===== src/hdl/ecr_pkg.sv =====
// shared types and constants for the elevation color ramp
`timescale 1ns / 1ps

package ecr_pkg;

    // configuration register indexes
    localparam int CFG_IDX_W = 3;
    localparam logic [CFG_IDX_W-1:0] REG_FLOOR_ELEV  = 3'd0;
    localparam logic [CFG_IDX_W-1:0] REG_PEAK_ELEV   = 3'd1;
    localparam logic [CFG_IDX_W-1:0] REG_GREEN_LIMIT = 3'd2;
    localparam logic [CFG_IDX_W-1:0] REG_BROWN_LIMIT = 3'd3;
    localparam logic [CFG_IDX_W-1:0] REG_COLOR_MODE  = 3'd4;

    // quotient bits: eight level bits plus one overflow bit
    localparam int QUOT_W  = 9;
    localparam int LEVEL_W = 8;

    // how the level is spread over the three channels
    typedef enum logic [1:0] {
        CH_ALL,
        CH_BLUE,
        CH_GREEN,
        CH_BROWN
    } chan_t;

endpackage


===== src/hdl/ecr_prep.sv =====
// band selection and numerator / divisor setup, two pipeline stages
`timescale 1ns / 1ps

module ecr_prep #(
    parameter int SAMPLE_BITS = 16,
    parameter int NUM_W       = 29,
    parameter int DIV_W       = 21
) (
    input  logic                          aclk,
    input  logic                          aresetn,
    input  logic                          in_valid,
    output logic                          in_ready,
    input  logic signed [SAMPLE_BITS-1:0] in_elev,
    input  logic signed [SAMPLE_BITS-1:0] floor_elev,
    input  logic signed [SAMPLE_BITS-1:0] peak_elev,
    input  logic signed [SAMPLE_BITS-1:0] green_limit,
    input  logic signed [SAMPLE_BITS-1:0] brown_limit,
    input  logic                          color_mode,
    output logic                          out_valid,
    input  logic                          out_ready,
    output logic [NUM_W-1:0]              out_num,
    output logic [DIV_W-1:0]              out_div,
    output ecr_pkg::chan_t                out_chan
);
    import ecr_pkg::*;

    localparam int EW = SAMPLE_BITS + 2;
    localparam int MW = SAMPLE_BITS + 1;

    typedef enum logic [2:0] {
        KIND_GRAY,
        KIND_BLUE,
        KIND_GREEN,
        KIND_BROWN,
        KIND_TOP
    } kind_t;

    logic signed [EW-1:0] h_x, min_x, max_x, gl_x, bl_x;
    logic signed [EW-1:0] a_n_next, a_d_next;
    kind_t                a_kind_next;
    logic                 a_ready;

    logic                 a_valid_reg;
    kind_t                a_kind_reg;
    logic signed [EW-1:0] a_n_reg, a_d_reg;

    logic [MW-1:0]    n_m, d_m;
    logic             n_pos, d_pos, n_ge_d;
    logic [NUM_W-1:0] x_val, x255, num_next;
    logic [DIV_W-1:0] div_next;
    chan_t            chan_next;
    logic             b_ready;

    logic             b_valid_reg;
    logic [NUM_W-1:0] num_reg;
    logic [DIV_W-1:0] div_reg;
    chan_t            chan_reg;

    assign h_x   = EW'(in_elev);
    assign min_x = EW'(floor_elev);
    assign max_x = EW'(peak_elev);
    assign gl_x  = EW'(green_limit);
    assign bl_x  = EW'(brown_limit);

    // bands are tested in order; the blue and top bands can be picked even when empty
    always_comb begin
        if (!color_mode) begin
            a_kind_next = KIND_GRAY;
            a_n_next    = h_x - min_x;
            a_d_next    = max_x - min_x;
        end else if (h_x[EW-1]) begin
            a_kind_next = KIND_BLUE;
            a_n_next    = h_x - min_x;
            a_d_next    = -min_x;
        end else if (h_x < gl_x) begin
            a_kind_next = KIND_GREEN;
            a_n_next    = h_x;
            a_d_next    = gl_x;
        end else if (h_x < bl_x) begin
            a_kind_next = KIND_BROWN;
            a_n_next    = h_x - gl_x;
            a_d_next    = bl_x - gl_x;
        end else begin
            a_kind_next = KIND_TOP;
            a_n_next    = h_x - bl_x;
            a_d_next    = max_x - bl_x;
        end
    end

    assign a_ready  = !a_valid_reg || b_ready;
    assign in_ready = a_ready;

    always_ff @(posedge aclk) begin
        if (!aresetn) begin
            a_valid_reg <= 1'b0;
        end else if (a_ready) begin
            a_valid_reg <= in_valid;
        end
        if (a_ready && in_valid) begin
            a_kind_reg <= a_kind_next;
            a_n_reg    <= a_n_next;
            a_d_reg    <= a_d_next;
        end
    end

    // magnitudes are only used where the value is known non-negative
    assign n_m    = a_n_reg[MW-1:0];
    assign d_m    = a_d_reg[MW-1:0];
    assign n_pos  = !a_n_reg[EW-1] && (a_n_reg != '0);
    assign d_pos  = !a_d_reg[EW-1] && (a_d_reg != '0);
    assign n_ge_d = a_n_reg >= a_d_reg;

    always_comb begin
        unique case (a_kind_reg)
            KIND_GRAY, KIND_BLUE: x_val = NUM_W'(n_m);
            KIND_BROWN:           x_val = (NUM_W'(d_m) << 1) + (NUM_W'(n_m) << 2)
                                          + NUM_W'(n_m);
            default:              x_val = NUM_W'(n_m) + NUM_W'(d_m);
        endcase
    end

    // times 255 as shift and subtract
    assign x255 = (x_val << 8) - x_val;

    always_comb begin
        num_next  = x255;
        div_next  = DIV_W'(d_m) << 1;
        chan_next = CH_ALL;
        unique case (a_kind_reg)
            KIND_GRAY: begin
                if (!d_pos || !n_pos) begin
                    num_next = '0;
                    div_next = DIV_W'(1);
                end else if (n_ge_d) begin
                    num_next = NUM_W'(255);
                    div_next = DIV_W'(1);
                end else begin
                    // rounded: (510n + d) / 2d
                    num_next = (x255 << 1) + NUM_W'(d_m);
                end
            end
            KIND_BLUE: begin
                chan_next = CH_BLUE;
                if (!d_pos || !n_pos) begin
                    num_next = '0;
                    div_next = DIV_W'(1);
                end else begin
                    div_next = DIV_W'(d_m);
                end
            end
            KIND_GREEN: begin
                chan_next = CH_GREEN;
            end
            KIND_BROWN: begin
                chan_next = CH_BROWN;
                div_next  = (DIV_W'(d_m) << 3) + (DIV_W'(d_m) << 1);
            end
            KIND_TOP: begin
                if (!d_pos) begin
                    num_next = NUM_W'(255);
                    div_next = DIV_W'(1);
                end
            end
            default: begin
                num_next = '0;
                div_next = DIV_W'(1);
            end
        endcase
    end

    assign b_ready = !b_valid_reg || out_ready;

    always_ff @(posedge aclk) begin
        if (!aresetn) begin
            b_valid_reg <= 1'b0;
        end else if (b_ready) begin
            b_valid_reg <= a_valid_reg;
        end
        if (b_ready && a_valid_reg) begin
            num_reg  <= num_next;
            div_reg  <= div_next;
            chan_reg <= chan_next;
        end
    end

    assign out_valid = b_valid_reg;
    assign out_num   = num_reg;
    assign out_div   = div_reg;
    assign out_chan  = chan_reg;

    a_div_nonzero: assert property (@(posedge aclk) disable iff (!aresetn)
        b_valid_reg |-> (div_reg != '0))
        else $error("divisor handed to the divider chain is zero");

endmodule


===== src/hdl/ecr_div_cell.sv =====
// one restoring division cell: produces one quotient bit per item
`timescale 1ns / 1ps

module ecr_div_cell #(
    parameter int NUM_W = 29,
    parameter int DIV_W = 21,
    parameter int SHIFT = 0
) (
    input  logic                          aclk,
    input  logic                          aresetn,
    input  logic                          in_valid,
    output logic                          in_ready,
    input  logic [NUM_W-1:0]              in_rem,
    input  logic [DIV_W-1:0]              in_div,
    input  logic [ecr_pkg::QUOT_W-1:0]    in_quot,
    input  ecr_pkg::chan_t                in_chan,
    output logic                          out_valid,
    input  logic                          out_ready,
    output logic [NUM_W-1:0]              out_rem,
    output logic [DIV_W-1:0]              out_div,
    output logic [ecr_pkg::QUOT_W-1:0]    out_quot,
    output ecr_pkg::chan_t                out_chan
);
    import ecr_pkg::*;

    logic [NUM_W-1:0]  trial;
    logic              q_bit;
    logic [NUM_W-1:0]  rem_next;
    logic [QUOT_W-1:0] quot_next;

    logic              valid_reg;
    logic [NUM_W-1:0]  rem_reg;
    logic [DIV_W-1:0]  div_reg;
    logic [QUOT_W-1:0] quot_reg;
    chan_t             chan_reg;

    assign trial     = NUM_W'(in_div) << SHIFT;
    assign q_bit     = in_rem >= trial;
    assign rem_next  = q_bit ? (in_rem - trial) : in_rem;
    assign quot_next = {in_quot[QUOT_W-2:0], q_bit};

    assign in_ready = !valid_reg || out_ready;

    always_ff @(posedge aclk) begin
        if (!aresetn) begin
            valid_reg <= 1'b0;
        end else if (in_ready) begin
            valid_reg <= in_valid;
        end
        if (in_ready && in_valid) begin
            rem_reg  <= rem_next;
            div_reg  <= in_div;
            quot_reg <= quot_next;
            chan_reg <= in_chan;
        end
    end

    assign out_valid = valid_reg;
    assign out_rem   = rem_reg;
    assign out_div   = div_reg;
    assign out_quot  = quot_reg;
    assign out_chan  = chan_reg;

endmodule


===== src/hdl/ecr_out.sv =====
// saturation, channel spreading and the output register
`timescale 1ns / 1ps

module ecr_out (
    input  logic                          aclk,
    input  logic                          aresetn,
    input  logic                          in_valid,
    output logic                          in_ready,
    input  logic [ecr_pkg::QUOT_W-1:0]    in_quot,
    input  ecr_pkg::chan_t                in_chan,
    output logic                          out_valid,
    input  logic                          out_ready,
    output logic [ecr_pkg::LEVEL_W-1:0]   out_red,
    output logic [ecr_pkg::LEVEL_W-1:0]   out_green,
    output logic [ecr_pkg::LEVEL_W-1:0]   out_blue
);
    import ecr_pkg::*;

    logic [LEVEL_W-1:0] level;
    logic [LEVEL_W-1:0] red_next, green_next, blue_next;

    logic               valid_reg;
    logic [LEVEL_W-1:0] red_reg, green_reg, blue_reg;

    // overflow bit set means the quotient ran past 255
    assign level = in_quot[QUOT_W-1] ? '1 : in_quot[LEVEL_W-1:0];

    always_comb begin
        red_next   = '0;
        green_next = '0;
        blue_next  = '0;
        case (in_chan)
            CH_ALL: begin
                red_next   = level;
                green_next = level;
                blue_next  = level;
            end
            CH_BLUE:  blue_next = level;
            CH_GREEN: green_next = level;
            CH_BROWN: begin
                red_next   = level;
                green_next = level >> 2;
                blue_next  = level >> 2;
            end
            default: begin
                red_next = '0;
            end
        endcase
    end

    assign in_ready = !valid_reg || out_ready;

    always_ff @(posedge aclk) begin
        if (!aresetn) begin
            valid_reg <= 1'b0;
        end else if (in_ready) begin
            valid_reg <= in_valid;
        end
        if (in_ready && in_valid) begin
            red_reg   <= red_next;
            green_reg <= green_next;
            blue_reg  <= blue_next;
        end
    end

    assign out_valid = valid_reg;
    assign out_red   = red_reg;
    assign out_green = green_reg;
    assign out_blue  = blue_reg;

endmodule


===== src/hdl/elevation_color_ramp_core.sv =====
// top level: config registers, setup stages, divider cell chain, output stage
//
//  channel | valid / ready      | payload
//  --------+--------------------+--------------------------------------------
//  config  | cfg_valid/cfg_ready| cfg_index, cfg_data (always ready)
//  input   | s_valid/s_ready    | s_elevation
//  output  | m_valid/m_ready    | m_red_level, m_green_level, m_blue_level
//
//  one item per clock sustained while the output is ready; the path is two setup stages,
//  nine division cells (one quotient bit each, top one flags overflow)
//  and the output register.
//  every stage has its own valid bit and loads when the next one is empty
//  or moving, so bubbles collapse and a stall only backs up full stages.
//  reset loads the register defaults and empties the pipeline.
`timescale 1ns / 1ps

module elevation_color_ramp_core #(
    parameter int SAMPLE_BITS = 16
) (
    input  logic                                aclk,
    input  logic                                aresetn,
    input  logic                                cfg_valid,
    output logic                                cfg_ready,
    input  logic [ecr_pkg::CFG_IDX_W-1:0]       cfg_index,
    input  logic [SAMPLE_BITS-1:0]              cfg_data,
    input  logic                                s_valid,
    output logic                                s_ready,
    input  logic signed [SAMPLE_BITS-1:0]       s_elevation,
    output logic                                m_valid,
    input  logic                                m_ready,
    output logic [ecr_pkg::LEVEL_W-1:0]         m_red_level,
    output logic [ecr_pkg::LEVEL_W-1:0]         m_green_level,
    output logic [ecr_pkg::LEVEL_W-1:0]         m_blue_level
);
    import ecr_pkg::*;

    localparam int NUM_W = SAMPLE_BITS + 13;
    localparam int DIV_W = SAMPLE_BITS + 5;
    localparam int NCELL = QUOT_W;

    localparam logic [SAMPLE_BITS-1:0] RST_MIN   = SAMPLE_BITS'(-500);
    localparam logic [SAMPLE_BITS-1:0] RST_MAX   = SAMPLE_BITS'(5000);
    localparam logic [SAMPLE_BITS-1:0] RST_GREEN = SAMPLE_BITS'(500);
    localparam logic [SAMPLE_BITS-1:0] RST_BROWN = SAMPLE_BITS'(2000);

    logic signed [SAMPLE_BITS-1:0] floor_elev_reg, peak_elev_reg;
    logic signed [SAMPLE_BITS-1:0] green_limit_reg, brown_limit_reg;
    logic                          color_mode_reg;

    logic [NCELL:0]    c_valid;
    logic [NCELL:0]    c_ready;
    logic [NUM_W-1:0]  c_rem  [0:NCELL];
    logic [DIV_W-1:0]  c_div  [0:NCELL];
    logic [QUOT_W-1:0] c_quot [0:NCELL];
    chan_t             c_chan [0:NCELL];

    assign cfg_ready = 1'b1;

    always_ff @(posedge aclk) begin
        if (!aresetn) begin
            floor_elev_reg  <= RST_MIN;
            peak_elev_reg   <= RST_MAX;
            green_limit_reg <= RST_GREEN;
            brown_limit_reg <= RST_BROWN;
            color_mode_reg  <= 1'b1;
        end else if (cfg_valid && cfg_ready) begin
            unique case (cfg_index)
                REG_FLOOR_ELEV:  floor_elev_reg  <= cfg_data;
                REG_PEAK_ELEV:   peak_elev_reg   <= cfg_data;
                REG_GREEN_LIMIT: green_limit_reg <= cfg_data;
                REG_BROWN_LIMIT: brown_limit_reg <= cfg_data;
                REG_COLOR_MODE:  color_mode_reg  <= cfg_data[0];
                default: begin
                end
            endcase
        end
    end

    ecr_prep #(
        .SAMPLE_BITS(SAMPLE_BITS),
        .NUM_W      (NUM_W),
        .DIV_W      (DIV_W)
    ) u_prep (
        .aclk       (aclk),
        .aresetn    (aresetn),
        .in_valid   (s_valid),
        .in_ready   (s_ready),
        .in_elev    (s_elevation),
        .floor_elev (floor_elev_reg),
        .peak_elev  (peak_elev_reg),
        .green_limit(green_limit_reg),
        .brown_limit(brown_limit_reg),
        .color_mode (color_mode_reg),
        .out_valid  (c_valid[0]),
        .out_ready  (c_ready[0]),
        .out_num    (c_rem[0]),
        .out_div    (c_div[0]),
        .out_chan   (c_chan[0])
    );

    assign c_quot[0] = '0;

    // first cell tests the overflow bit, the rest build the level msb first
    for (genvar i = 0; i < NCELL; i++) begin : g_cell
        ecr_div_cell #(
            .NUM_W(NUM_W),
            .DIV_W(DIV_W),
            .SHIFT(NCELL - 1 - i)
        ) u_cell (
            .aclk     (aclk),
            .aresetn  (aresetn),
            .in_valid (c_valid[i]),
            .in_ready (c_ready[i]),
            .in_rem   (c_rem[i]),
            .in_div   (c_div[i]),
            .in_quot  (c_quot[i]),
            .in_chan  (c_chan[i]),
            .out_valid(c_valid[i+1]),
            .out_ready(c_ready[i+1]),
            .out_rem  (c_rem[i+1]),
            .out_div  (c_div[i+1]),
            .out_quot (c_quot[i+1]),
            .out_chan (c_chan[i+1])
        );
    end

    ecr_out u_out (
        .aclk     (aclk),
        .aresetn  (aresetn),
        .in_valid (c_valid[NCELL]),
        .in_ready (c_ready[NCELL]),
        .in_quot  (c_quot[NCELL]),
        .in_chan  (c_chan[NCELL]),
        .out_valid(m_valid),
        .out_ready(m_ready),
        .out_red  (m_red_level),
        .out_green(m_green_level),
        .out_blue (m_blue_level)
    );

    // without overflow the chain must leave a remainder below the divisor
    a_rem_below_div: assert property (@(posedge aclk) disable iff (!aresetn)
        (c_valid[NCELL] && !c_quot[NCELL][QUOT_W-1])
            |-> (c_rem[NCELL] < NUM_W'(c_div[NCELL])))
        else $error("division chain left a remainder not below the divisor");

    // input can only back up when every stage is full and output is stalled
    a_stall_only_when_full: assert property (@(posedge aclk) disable iff (!aresetn)
        !s_ready |-> (m_valid && !m_ready && (&c_valid)))
        else $error("input stalled while the pipeline has room");

endmodule


===== config.mk =====
export PLATFORM = sky130hd
export DESIGN_NAME = elevation_color_ramp_core
export DESIGN_NICKNAME = d
export VERILOG_FILES = /design/src/hdl/ecr_pkg.sv /design/src/hdl/ecr_prep.sv /design/src/hdl/ecr_div_cell.sv /design/src/hdl/ecr_out.sv /design/src/hdl/elevation_color_ramp_core.sv
export SDC_FILE = /design/constraint.sdc
export NUM_CORES = 2
export LEC_CHECK = 0
export ABC_CLOCK_PERIOD_IN_PS = 9300
export BUFFER_PORTS_ARGS = -buffer_cell sky130_fd_sc_hd__buf_4
export CORE_ASPECT_RATIO = 1.1
export CORE_UTILIZATION = 50
export CTS_CLUSTER_DIAMETER = 120
export CTS_CLUSTER_SIZE = 20
export DETAILED_ROUTE_END_ITERATION = 10
export GPL_TIMING_DRIVEN = 0
export PLACE_DENSITY_LB_ADDON = 0.12
export SLEW_MARGIN = 20
export SYNTH_ARGS = -nofsm -noshare
export SYNTH_HDL_FRONTEND = slang
export SYNTH_SLANG_ARGS = --single-unit

===== constraint.sdc =====
create_clock -name aclk -period 9.3 [get_ports aclk]
set_clock_uncertainty 0.05 [all_clocks]
set_input_delay 0.93 -clock aclk [delete_from_list [all_inputs] [get_ports aclk]]
set_output_delay 0.93 -clock aclk [all_outputs]
set_load 0.01 [all_outputs]

==> key figures <==
Placement
  – Final HPWL DP: 89720 um
  – Routability congestion estimate from global placement: 0.9405
  – IO buf count: 63
  – Placed Cells: 5647

Critical path
  – Reg2reg end: u_prep.out_num[26]
  – Critical path endpoint category: flip-flop
  – FF-to-FF setup slack: 1.17 ns
  – Critical path class: reg -> reg
  – Critical path required time: 9.58 ns
  – Arr. time, crit path: 8.41 ns
  – Startpoint types: flip-flop
  – Most frequent cell on the critical path: a21o_1
  – CP max stage cell: edfxtp_1
  – Biggest cell delay along the critical path: 0.66 ns
  – Crit-path max FO: 10
  – Worst Path Buf+Inv: 2
  – RR Startpoint: u_prep.a_d_reg[1]
  – R2R depth: 31
  – Crit-path leading delay family: compound AO/OA/AOI/OAI gates

Die
  – IO Pins: 67
  – Vert. Die Dim: 310.1 um
  – Die ar.: 0.08749 mm2
  – Num rows: 112
  – DIE WIDTH: 282.1 um
  – Initial Util: 50.65%
  – Total core area: 0.08520 mm2

Job
  – Reported max-cap violation count: 0

Logic synthesis
  – Async set or reset register ratio after synthesis: 0%
  – Main flop type after synthesis: edfxtp_1
  – Yosys warns: 0
  – Post-synth EDFFs: 577
  – Sequential area share after synthesis: 43.72%
  – Syn avg cell area: 9.762 um2
  – Post-Syn Instances: 4421
  – Netlist cell types: 97
  – Syn Std Cell Area: 0.04316 mm2
  – Yosys reg bits: 654

Clock tree
  – # resized after CTS: 0
  – Post-CTS Hold Buffers: 0
  – Worst-Skew Late Latency: 0.60 ns
  – Num CTS Buffers: 39
  – Post-CTS setup repair buffer count: 0
  – CTS tree: done
  – Worst-case clock buffer depth: 3
  – Max H-tree Level: 2
  – Root buf cell: clkbuf_16
  – Worst-path clk slew: 0.10 ns
  – Clock sink count: 654

Final layout
  – Commonest non-fill, non-tap cell in the layout: edfxtp_1
  – N_diodes: 0
  – Layout cell share with drive strength beyond 1: 4.756%
  – Final core occ: 54.92%
  – Fill cells: 7672
  – Final-stage net count: 5011
  – Area growth syn-to-layout: 8.431%
  – Max reg flops: 232
  – Most frequent cells in the layout: edfxtp_1 (577), nand2_1 (432), inv_1 (405)
  – Final std cells w/o fill: 5703

Min path
  – WHS Endpoint: g_cell[0].u_cell.out_chan[1]
  – Worst hold path depth: 0
  – Min-Delay Startpoint: u_prep.out_chan[1]
  – Worst Hold Class: reg -> reg

Timing
  – Final Max Tran Viols: 0
  – Final TNS setup: 0 ns
  – Worst Max-Slew Pin Slew: 1.018 ns
  – Max_slew headroom: 32.12%
  – # setup viols final: 0
  – Min Tclk post-route: 8.133 ns
  – Max Fclk: 123.0 MHz
  – Final Hold Fails: 0
  – RSZ-0062 raised after global routing: no
  – Period utilization: 87.45%

Route
  – DRT antenna net count: 0
  – DR vias/cell: 5.718
  – Metal2 WL: 56420 um
  – Final WL: 111600 um
  – DR top layer: met4
  – Metal-1 WL: 46960 um
  – Routed wl met3: 4115 um
  – Drt drc: 0
  – Pre-antenna DRT Iters: 7
  – Iter 0 DRT Violations: 2256
  – DR WL/cell: 19.58 um
  – Detailed-route via count: 32610

Power
  – Peak VDD IR: 0.0001199 V
  – Leak pwr: 0.01859 uW
  – PD cells: 160.9 mW/mm2

Global route
  – Initial antenna violation count: 0
  – Number of global-route vias before repair: 31110
  – Overall routing resource usage: 25.38%
  – Pin count of the biggest net entering global routing: 32
  – First-pass GRT wire length: 171900 um
  – Congestion Overflow GR: 0

Outcome
  – Status: complete, no violations
-- layout make-up --
cell class              instances  area, um2  area share, %
repair buffers                 85      998.5          2.134
well taps                    1140       1426          3.048
inverters                     406       1524          3.257
flip-flops and latches        654      18870          40.32
clock buffers                  51       1042          2.227
multi-input cells            3243      22390          47.86
clock inverters                 5      55.05         0.1176
plain buffers                 119      486.7          1.040
-- worst register-to-register path, delay by kind of cell (launching register included) --
kind | cells | cell delay [ns]
flops | 1 | 0.66
compound gates | 15 | 3.12
fa+ha+maj | 4 | 1.42
buf+inv | 2 | 0.43
simple gates | 7 | 1.27
xor+xnor | 3 | 0.92
-- worst max-delay path by stage --
stage	depth (start not counted)	start	to
final	31	u_prep.a_d_reg[1]	u_prep.out_num[26]
after global routing	32	u_prep.a_d_reg[1]	u_prep.out_num[28]
after CTS	31	u_prep.a_d_reg[1]	u_prep.out_num[26]
after detailed placement	31	u_prep.a_d_reg[1]	u_prep.out_num[26]
after global placement	5	m_ready	g_cell[5].u_cell.out_quot[3]
after floorplan	31	u_prep.a_d_reg[1]	u_prep.out_num[26]
-- cells by family (layout without fill, tap and decap cells) --
logic type / count (synthesis) / count (layout) / synth area share (%)
compound gates: 1212 / 1212 / 17.88
xor+xnor: 306 / 306 / 6.245
fa+ha+maj: 423 / 423 / 12.59
buf+inv: 525 / 666 / 4.659
flops: 654 / 654 / 43.72
mux: 29 / 29 / 0.7132
other cells: 1 / 2 / 0.008689
simple gates: 1271 / 1271 / 14.18
-- layer usage --
layer	global-route usage, %	vias to the layer above
met5	0	-
met1	31.09	15490
li1	-	16240
met2	46.12	693
met4	9.290	0
met3	2.290	191
-- cells in the mapped netlist, types with 20 or more instances --
cell	number	area, um2
o22ai_1	20	125.1
or2_2	25	156.4
clkbuf_1	103	386.6
a21boi_0	87	653.1
o21ai_0	343	1717
nand3_1	62	310.3
nand2b_1	65	406.6
o21a_1	41	307.8
a21o_1	110	825.8
dfxtp_1	77	1541
nand2_1	432	1622
inv_1	405	1520
xnor2_1	174	1524
ha_1	404	5055
o31ai_1	36	270.3
o21bai_1	38	285.3
nor2_1	297	1115
or3_1	28	175.2
a21oi_1	285	1426
o211ai_1	39	292.8
a211oi_1	31	232.7
nand4_1	48	300.3
nor3_1	71	355.3
edfxtp_1	577	17330
nor2b_1	89	556.8
xor2_1	130	1139
a31oi_1	26	162.7
nor4_1	33	206.5
and3_1	34	212.7
-- through the flow --
| step | setup WS [ns] | instance area, um2 | hold slack, ns | total power [uW] |
|---|---|---|---|---|
| final | 1.167 | 46790 | 0.3622 | 7530 |
| after global routing | 0.7105 | 46790 | 0.3692 | 7921 |
| after CTS | 1.257 | 46790 | 0.3633 | 7554 |
| after detailed placement | 1.307 | 45700 | 0.3545 | 5809 |
| after global placement | 0.7884 | 45060 | 0.3501 | 5779 |
| after floorplan | 2.532 | 43160 | 0.3503 | 5231 |
-- power by group --
part	switching, uW	total, uW	internal (uW)
clock	955	1750	797
sequential	101	3380	3280
combinational	1410	2400	986
(Power assumes the default switching activity.)
